$ cat config.mk
export PLATFORM = sky130hd
export DESIGN_NAME = gcib_vec_cell
export DESIGN_NICKNAME = d
export VERILOG_FILES = /design/src/hdl/gcib_pkg.sv /design/src/hdl/gcib_vec_cell.sv
export SDC_FILE = /design/constraint.sdc
export NUM_CORES = 1
export LEC_CHECK = 0
export BUFFER_PORTS_ARGS = -buffer_cell sky130_fd_sc_hd__buf_2
export CORE_UTILIZATION = 45
export DETAILED_ROUTE_END_ITERATION = 8
export PLACE_DENSITY_LB_ADDON = 0.15
export SLEW_MARGIN = 5
export SYNTH_ARGS = -nofsm -noshare
export SYNTH_HDL_FRONTEND = slang
export SYNTH_SLANG_ARGS = --single-unit
export TNS_END_PERCENT = 30
$ cat constraint.sdc
create_clock -name clk -period 6.2 [get_ports clk]
set_clock_uncertainty 0.2 [all_clocks]
set_input_delay 0.62 -clock clk [delete_from_list [all_inputs] [get_ports clk]]
set_output_delay 0.62 -clock clk [all_outputs]
set_load 0.02 [all_outputs]
$ cat src/hdl/gcib_pkg.sv
// Package with widths, stage count and arctangent table of the bearing pipeline.
package gcib_pkg;

	localparam int CORDIC_STAGES = 16;
	localparam int ATAN_ENTRIES = 30;
	localparam int NS = (CORDIC_STAGES > ATAN_ENTRIES) ? ATAN_ENTRIES : CORDIC_STAGES;
	localparam int RW = 32;
	localparam int VW = 35;
	localparam int LAT = 2 * NS + 6;

	localparam logic [31:0] HALF_TURN = 32'h8000_0000;
	localparam logic [31:0] QUARTER_TURN = 32'h4000_0000;
	localparam logic signed [RW-1:0] INV_GAIN_Q30 = 32'sd652032874;

	function automatic logic [31:0] atan_entry(input logic [4:0] idx);
		logic [31:0] r;
		case (idx)
			5'd0: r = 32'h20000000;
			5'd1: r = 32'h12E4051E;
			5'd2: r = 32'h09FB385B;
			5'd3: r = 32'h051111D4;
			5'd4: r = 32'h028B0D43;
			5'd5: r = 32'h0145D7E1;
			5'd6: r = 32'h00A2F61E;
			5'd7: r = 32'h00517C55;
			5'd8: r = 32'h0028BE53;
			5'd9: r = 32'h00145F2F;
			5'd10: r = 32'h000A2F98;
			5'd11: r = 32'h000517CC;
			5'd12: r = 32'h00028BE6;
			5'd13: r = 32'h000145F3;
			5'd14: r = 32'h0000A2F9;
			5'd15: r = 32'h0000517C;
			5'd16: r = 32'h000028BE;
			5'd17: r = 32'h0000145F;
			5'd18: r = 32'h00000A2F;
			5'd19: r = 32'h00000517;
			5'd20: r = 32'h0000028B;
			5'd21: r = 32'h00000145;
			5'd22: r = 32'h000000A2;
			5'd23: r = 32'h00000051;
			5'd24: r = 32'h00000028;
			5'd25: r = 32'h00000014;
			5'd26: r = 32'h0000000A;
			5'd27: r = 32'h00000005;
			5'd28: r = 32'h00000002;
			5'd29: r = 32'h00000001;
			default: r = 32'h00000000;
		endcase
		return r;
	endfunction

endpackage

$ cat src/hdl/gcib_vec_cell.sv
// One CORDIC vectoring cell: a single micro-rotation toward zero y.
module gcib_vec_cell import gcib_pkg::*; (
	input  logic                 clk,
	input  logic [4:0]           idx,
	input  logic signed [VW-1:0] x_in,
	input  logic signed [VW-1:0] y_in,
	input  logic [31:0]          z_in,
	output logic signed [VW-1:0] x_q,
	output logic signed [VW-1:0] y_q,
	output logic [31:0]          z_q
);

	logic signed [VW-1:0] xs, ys;

	assign xs = x_in >>> idx;
	assign ys = y_in >>> idx;

	always_ff @(posedge clk) begin
		if (!y_in[VW-1]) begin
			x_q <= x_in + ys;
			y_q <= y_in - xs;
			z_q <= z_in + atan_entry(idx);
		end else begin
			x_q <= x_in - ys;
			y_q <= y_in + xs;
			z_q <= z_in - atan_entry(idx);
		end
	end

endmodule

---- Word level (Yosys, flattened, before mapping) ----
Memory sizes are Yosys's and may differ from the RTL's.
Index checks and enable logic that the tools add are counted.
word-level totals
  bits in registers ....................... 102
  ROM bits ................................ 1,920
  bits of input ports ..................... 108
  output and inout port bits .............. 102
  logic and storage cells ................. 18
  memories ................................ 2
memories
  memory            depth  bits a word  rd ports  clocked after memory_dff  write ports  RTL line        RTL
  (name not given)  32     30           1         0                         0            gcib_pkg.sv:17  case (idx)
  (name not given)  32     30           1         0                         0            gcib_pkg.sv:17
cells by class
  add/sub/neg operators ................... 6
  shift operators ......................... 2
  multiplexer cells ....................... 5
operator list
  cell                          count
  two-way mux 32 bit            3
  adder 35 bit                  2
  two-way mux 35 bit            2
  >>> shifter 35 x 5 -> 35 bit  2
  subtractor 35 bit             2
  adder 32 bit                  1
  subtractor 32 bit             1

---- Logic depth before layout (Yosys ltp) ----
Gate-level depths: netlist of the first run.
An unclocked memory read counts as a cell.
  depth in word-level cells ............... 4
  gate-level depth with buffers ........... 28
  mapped depth without buffers ............ 21

---- Worst setup path before layout of the first run ----
OpenSTA, ideal clock, no wires.
  kind .................................... in2reg
  start point ............................. in idx[1]
  end point ............................... reg z_q[31]
  library setup time ...................... 0.120 ns
  data arrival time ....................... 6.420 ns
  required time ........................... 5.880 ns
  setup slack ............................. -0.540 ns
  cell stages on the path ................. 26
  path through ............................ buf_2 -> inv_1 -> buf_2 -> buf_2 -> buf_1 -> clkbuf_1 -> ha_1 -> mux4_2 -> a2111oi_0 -> o21ai_0 -> or2_2 -> nor3_1 -> or2_2 -> buf_2 -> xnor2_1 -> ha_1 -> clkbuf_1 -> nand2_1 -> o21ai_0 -> a311o_1 -> nor4_1 -> a211oi_1 -> o31ai_1 -> o21bai_1 -> a21oi_1 -> xnor2_1
between the ends
  word-level cells in the longest chain between the ends .. 4
  elaborated cells on any way between the ends .. 7
RTL lines
  what                                                      RTL line                                  RTL
  from (decl)                                               gcib_vec_cell.sv:4                        input logic [4:0] idx,
  memory read (32 x 30 bit)                                 n/a
  two-way mux 32 bit                                        gcib_vec_cell.sv:19                       if (!y_in[VW-1]) begin
  adder 32 bit / subtractor 32 bit (equally long branches)  gcib_vec_cell.sv:22, gcib_vec_cell.sv:26
  two-way mux 32 bit (*)                                    gcib_vec_cell.sv:19
  to (signal assigned)                                      gcib_vec_cell.sv:22                       z_q <= z_in + atan_entry(idx);
  to (signal assigned)                                      gcib_vec_cell.sv:26                       z_q <= z_in - atan_entry(idx);
  to (decl)                                                 gcib_vec_cell.sv:10                       output logic [31:0] z_q
Mark *: on every way between the ends. The rest lies on a longest branch, timed or not. The select of a mux whose other input is x is not followed.

---- Final worst setup path of the first run ----
  start point ............................. in idx[0]
  end point ............................... reg x_q[34]
between the ends
  word-level cells in the longest chain between the ends .. 3
  elaborated cells on any way between the ends .. 4
RTL lines
  what                                                      RTL line                                  RTL
  >>> shifter 35 x 5 -> 35 bit (*)                          gcib_vec_cell.sv:16                       assign ys = y_in >>> idx;
  adder 35 bit / subtractor 35 bit (equally long branches)  gcib_vec_cell.sv:20, gcib_vec_cell.sv:24
  two-way mux 35 bit (*)                                    gcib_vec_cell.sv:19
  to (signal assigned)                                      gcib_vec_cell.sv:20                       x_q <= x_in + ys;
  to (signal assigned)                                      gcib_vec_cell.sv:24                       x_q <= x_in - ys;
  to (decl)                                                 gcib_vec_cell.sv:8                        output logic signed [VW-1:0] x_q,
Mark *: on every way between the ends. The rest lies on a longest branch, timed or not.

==> impl_metrics.json, run 1 <==
{
  "synth_simple_gate_area_share": 0.1815,
  "status": "finished, final reports clean",
  "num_antenna_cells": 0,
  "avgSynthCellArea_um2": 8.155,
  "setup_viol": 0,
  "startpoint": "idx[0]",
  "io_pins": 210,
  "setup_tns_ns": 0,
  "cts_made_buffers": 9,
  "num_rows": 66,
  "io_buffer_count": 209,
  "synth_area_leaders": "dfxtp_1, mux4_2, ha_1",
  "clock-sinks": 102,
  "cts_tree": "done",
  "p_sw_frac": 0.4448,
  "start_util": 0.4599,
  "wire_per_inst_um": 23.10,
  "met2_usage": 0.5835,
  "core_um2": 32700,
  "p_per_area_nw_per_um2": 239.1,
  "stdcell_count": 2767,
  "grt_remaining_overflow": 0,
  "maxCapViolCount": 0,
  "yosys.area.top_type": "dfxtp_1",
  "critical_path_arrival_ns": 6.08,
  "min_path_type": "in -> reg",
  "ys_ff_latch": 102,
  "netlist.area_leader.share": 0.1358,
  "finalCriticalPeriod_ns": 6.008,
  "synth_flop_cell": "dfxtp_1",
  "synthTopCellsByCount": "a21oi_1, nor2_1, nand2_1",
  "hold_violations": 0,
  "gp_congestion": 1.076,
  "ant_nets": 0,
  "grt_max_degree": 62,
  "nFillCells": 3160,
  "worstSetupEndpointType": "register",
  "met1_usage": 0.5081,
  "synth_top_family_by_area": "compound AO/OA/AOI/OAI gates",
  "grtUsageMet3": 0.06154,
  "grt_busiest_layer": "met2",
  "grt_pass1_wl_mm": 96.77,
  "place_inst": 2750,
  "die_area_um2": 34150,
  "netlist_instances": 1844,
  "dp_slack_ns": -0.1918,
  "drv_slew": 0,
  "area_growth_pct": 29.22,
  "combinationalPowerShare": 0.648,
  "finalPower_mw": 4.646,
  "worstMarginPinSlew_ns": 0.8658,
  "hpwl_mm": 51.68,
  "maxSlewHeadroom": 0.4210,
  "grt_pass1_vias": 16510,
  "intPower_mw": 2.580,
  "critPathRequiredTime_ns": 6.27,
  "synth_nets": 2063,
  "die_w_um": 184.8,
  "path_clk_slew_ns": 0.07,
  "multi_input_area_um2": 12290,
  "synthMuxAreaShare": 0.1965,
  "finalCritPeriodShare": 0.9691,
  "critPathKind": "in -> reg",
  "vias": 17110,
  "slowest_stage": "or4_1",
  "nets": 2539,
  "synth_adder_area_share": 0.09385,
  "h-tree-depth": 3,
  "final_layout_size_suffix_gt1_frac": 0.3338,
  "p_sw_mw": 2.067,
  "p_clk_frac": 0.139,
  "synthXorXnorAreaFrac": 0.09527,
  "root_buffer": "clkbuf_16",
  "viasPerCell": 6.182,
  "drcViolationCount": 0,
  "synth_compound_area_frac": 0.2486,
  "cpPeakStageDelay_ns": 0.58,
  "yosysSeqAreaShare": 0.1358,
  "fmax_mhz": 166.4,
  "fin_ws_ns": 0.1917,
  "pwr-share-seq": 0.213,
  "grt_use_total": 0.3734,
  "cp_max_fo": 15,
  "utilization": 0.5942,
  "yosysMostFrequentCell": "a21oi_1",
  "path_cells": "buf_6 > buf_4 > mux4_2 > and2_1 > a211oi_1 > buf_4 > o31a_1 > nand2_1 > or3_1 > or4_1 > nand3_1 > or3b_1 > ha_1 > or2_2 > a41oi_1 > o221ai_1 > a21oi_2 > a31oi_1 > a31oi_1 > a21oi_1 > o22ai_1 > xnor3_1",
  "firstDrtPassIters": 6,
  "placed_area_um2": 19090,
  "synthArstFlopShare": 0,
  "yosysWarnings": 0,
  "design_area_um2": 19430,
  "wl_mm": 63.93,
  "p_leak_nw": 8.676,
  "ir_drop_mv": 0.2156,
  "ys_types": 84,
  "chipHeight_um": 184.8,
  "cp-start-kind": "primary input",
  "cts_buffer_depth": 2,
  "drtIter0Drc": 1692,
  "ff_latch_area_um2": 2042,
  "synth-edff-count": 0,
  "hold_slack_ns": 0.2730,
  "crit_path_end": "x_q[34]$_DFF_P_",
  "netlist_area_um2": 15040,
  "antenna_found_initial": 1
}
-- kinds of logic after synthesis --
| logic type | count (synthesis) |
|---|---|
| multiplexers | 187 |
| AO/OA/AOI/OAI | 566 |
| buffers and inverters | 165 |
| adder cells (fa/ha/maj) | 111 |
| flip-flops | 102 |
| XOR/XNOR | 162 |
| AND/OR/NAND/NOR | 551 |
-- routing by layer --
layer | part of all wire | routed length, um | up-vias
met5 | 0 | 0 | -
met4 | 0.034 | 2151 | 0
met3 | 0.086 | 5522 | 124
met2 | 0.45 | 28500 | 855
met1 | 0.43 | 27760 | 8154
li1 | - | - | 7972
-- registers in the layout (all words and copies together), names as in the netlist --
signal  cells
x_q        35
z_q        32
y_q        35
-- cell type report --
type	count	area share
multi-input combinational	1577	0.6326
timing repair buffer	582	0.2084
tap	442	0.02846
clock inverter	5	0.004250
inverter	48	0.009272
clock buffer	11	0.01198
sequential	102	0.1051
-- power by group through the flow --
| stage | Combinational [mW] | Sequential (mW) | Clock [mW] |
|---|---|---|---|
| 6_report | 3.01 | 0.989 | 0.646 |
| 3_3_place_gp | 2.93 | 0.998 | 0 |
| 3_5_place_dp | 2.95 | 1.00 | 0 |
| 4_1_cts | 2.97 | 0.992 | 0.657 |
| 2_1_floorplan | 1.43 | 1.37 | 0 |
| 5_1_grt | 3.24 | 1.02 | 0.678 |
-- repair_timing --
action	CTS	global route
resized for setup	0	6
hold buffers	0	0
buffers inserted	0	1
setup endpoints to repair	0	6
-- layout by cell type, fill, tap and decap left out, types with 28 or more instances in the layout --
| cell type | instances |
|---|---|
| xor2_1 | 54 |
| ha_1 | 108 |
| nor3_1 | 47 |
| mux2_2 | 48 |
| buf_4 | 359 |
| a21o_1 | 35 |
| nand2_1 | 136 |
| nor2_1 | 139 |
| nand3_1 | 53 |
| a31oi_1 | 29 |
| inv_1 | 47 |
| mux4_2 | 81 |
| xnor2_1 | 107 |
| o21ai_0 | 99 |
| a21oi_1 | 155 |
| buf_2 | 206 |
| nand2b_1 | 28 |
| mux2i_1 | 56 |
| dfxtp_1 | 102 |
-- critical path: cells and delay by family --
family,cells,cell delay (ns)
AND/OR/NAND/NOR,7,1.98
adder cells (fa/ha/maj),1,0.20
XOR/XNOR,1,0.24
buffers and inverters,3,0.62
multiplexers,1,0.52
AO/OA/AOI/OAI,9,1.88
-- worst min path at each step --
stage                        from             end  slack, ns  cells past startpoint
final                     y_in[0]  y_q[0]$_DFF_P_       0.27                      2
after global placement    y_in[0]  y_q[0]$_DFF_P_       0.67                      2
after floorplan           y_in[0]  y_q[0]$_DFF_P_       0.55                      1
after CTS                 y_in[0]  y_q[0]$_DFF_P_       0.26                      2
after global routing      y_in[0]  y_q[0]$_DFF_P_       0.29                      2
after detailed placement  y_in[0]  y_q[0]$_DFF_P_       0.67                      2
(Power assumes the default switching activity.)
==> run 2, diff against run 1 <==
--- a/config.mk
+++ b/config.mk
@@ -6,10 +6,12 @@
 export NUM_CORES = 1
 export LEC_CHECK = 0
 export BUFFER_PORTS_ARGS = -buffer_cell sky130_fd_sc_hd__buf_2
-export CORE_UTILIZATION = 45
+export CELL_PAD_IN_SITES_DETAIL_PLACEMENT = 0
+export CELL_PAD_IN_SITES_GLOBAL_PLACEMENT = 1
+export CORE_UTILIZATION = 41
 export DETAILED_ROUTE_END_ITERATION = 8
 export PLACE_DENSITY_LB_ADDON = 0.15
-export SLEW_MARGIN = 5
+export SLEW_MARGIN = 20
 export SYNTH_ARGS = -nofsm -noshare
 export SYNTH_HDL_FRONTEND = slang
 export SYNTH_SLANG_ARGS = --single-unit
==> impl_metrics.json, run 2 (synthesized netlist as in run 1, its figures left out) <==
{
  "status": "finished with violations",
  "violations": "design-rule violations",
  "viasPerCell": 6.159,
  "grt_pass1_vias": 16590,
  "critPathRequiredTime_ns": 6.27,
  "fmax_mhz": 166.3,
  "core_um2": 35830,
  "drtIter0Drc": 1657,
  "p_leak_nw": 8.587,
  "cts_resized": 0,
  "final_cell_mix": "buf_4, buf_2, a21oi_1",
  "final_layout_size_suffix_gt1_frac": 0.3307,
  "io_pins": 210,
  "stdcell_count": 2774,
  "num_rows": 69,
  "pwr-share-seq": 0.214,
  "area_growth_pct": 28.29,
  "p_sw_mw": 2.076,
  "clock-sinks": 102,
  "p_clk_frac": 0.136,
  "placed_area_um2": 18960,
  "num_antenna_cells": 0,
  "maxSlewHeadroom": 0.3362,
  "ant_nets": 0,
  "die_w_um": 193.5,
  "chipHeight_um": 193.5,
  "finalCritPeriodShare": 0.9698,
  "top_regs": "x_q x35, y_q x35, z_q x32",
  "grt_use_total": 0.3425,
  "post_cts_buffers": 0,
  "maxCapViolCount": 0,
  "critical_path_arrival_ns": 6.08,
  "finalPower_mw": 4.628,
  "setup_tns_ns": 0,
  "design_area_um2": 19290,
  "path_clk_slew_ns": 0.08,
  "critPathKind": "in -> reg",
  "ir_drop_mv": 0.2762,
  "cp_max_fo": 22,
  "cts_made_buffers": 9,
  "grt_remaining_overflow": 0,
  "min_path_type": "in -> reg",
  "setup_viol": 0,
  "drcViolationCount": 11,
  "hold_start": "y_in[0]",
  "worstSetupEndpointType": "register",
  "die_area_um2": 37450,
  "cp-start-kind": "primary input",
  "nets": 2527,
  "root_buffer": "clkbuf_16",
  "cts_tree": "done",
  "antenna_found_initial": 1,
  "p_per_area_nw_per_um2": 239.9,
  "h-tree-depth": 3,
  "startpoint": "idx[0]",
  "drv_slew": 0,
  "p_sw_frac": 0.4485,
  "wire_per_inst_um": 23.50,
  "cts_buffer_depth": 2,
  "grt_max_degree": 49,
  "place_inst": 2758,
  "finalCriticalPeriod_ns": 6.013,
  "io_buffer_count": 209,
  "firstDrtPassIters": 8,
  "rsz0062_at_grt": "yes",
  "vias": 17080,
  "layout_commonest_cell": "buf_4",
  "grt_pass1_wl_mm": 99.42,
  "intPower_mw": 2.553,
  "utilization": 0.5385,
  "cts-hold-fix-buffers": 0,
  "combinationalPowerShare": 0.650,
  "gp_congestion": 1.007,
  "hold_violations": 0,
  "hpwl_mm": 52.77,
  "worstMarginPinSlew_ns": 0.9881,
  "start_util": 0.4197,
  "wl_mm": 65.18
}
run 2: changes by cell type in the layout (fill, tap and decap cells not counted), sizes merged:
cell,previous run,this run
buf,582,570
clkinvlp,0,2
clkbuf,11,10
bufinv,2,1
inv,49,50
clkinv,2,1
run 2: critical path: stages:
cell and delay (ns):
buf_6 0.24, mux4_2 0.56, a222oi_1 0.47, o21ai_0 0.18, a21o_1 0.20, or3_4 0.39
or3_1 0.42, or4_1 0.58, nand3_1 0.10, or3b_1 0.34, ha_1 0.30, and3_1 0.18
nand4_1 0.17, a2111o_1 0.38, a31oi_1 0.27, a31oi_1 0.14, a21oi_1 0.21, o22ai_1 0.12
xnor3_1 0.18
run 2: final timing paths:
path / to / cells past startpoint
setup / recovery: x_q[34]$_DFF_P_ / 19
hold / removal: y_q[0]$_DFF_P_ / 2
run 2: per-stage QoR:
step / hold slack [ns] / setup slack [ns]
CTS: 0.2786 / 0.1920
global route: 0.2857 / -0.02281
global placement: 0.6854 / -0.1898
detailed placement: 0.6924 / -0.1883
floorplan: 0.5498 / 0.03630
finish: 0.2959 / 0.1871
run 2: metal layers:
layer,routed length [um],global-route usage
met1,29330,0.4674
met2,28820,0.5352
met4,2133,0.1295
met5,8,0
met3,4890,0.06259
run 2: layout make-up:
cell class / instances / area, um^2
Tap cell: 461 / 576.8
Sequential cell: 102 / 2042
Fill cell: 3455 / 16540
Clock inverter: 6 / 67.56
Timing Repair Buffer: 570 / 3892
Clock buffer: 10 / 239.0
Multi-Input combinational cell: 1577 / 12290
Inverter: 48 / 180.2
run 2: power by group through the flow:
| stage | clock network [mW] | logic [mW] | registers (mW) |
|---|---|---|---|
| 6_report | 0.630 | 3.01 | 0.992 |
| 5_1_grt | 0.669 | 3.23 | 1.02 |
| 4_1_cts | 0.651 | 2.98 | 0.996 |
| 3_5_place_dp | 0 | 2.96 | 1.01 |
| 3_3_place_gp | 0 | 2.95 | 1.00 |
| 2_1_floorplan | 0 | 1.43 | 1.37 |
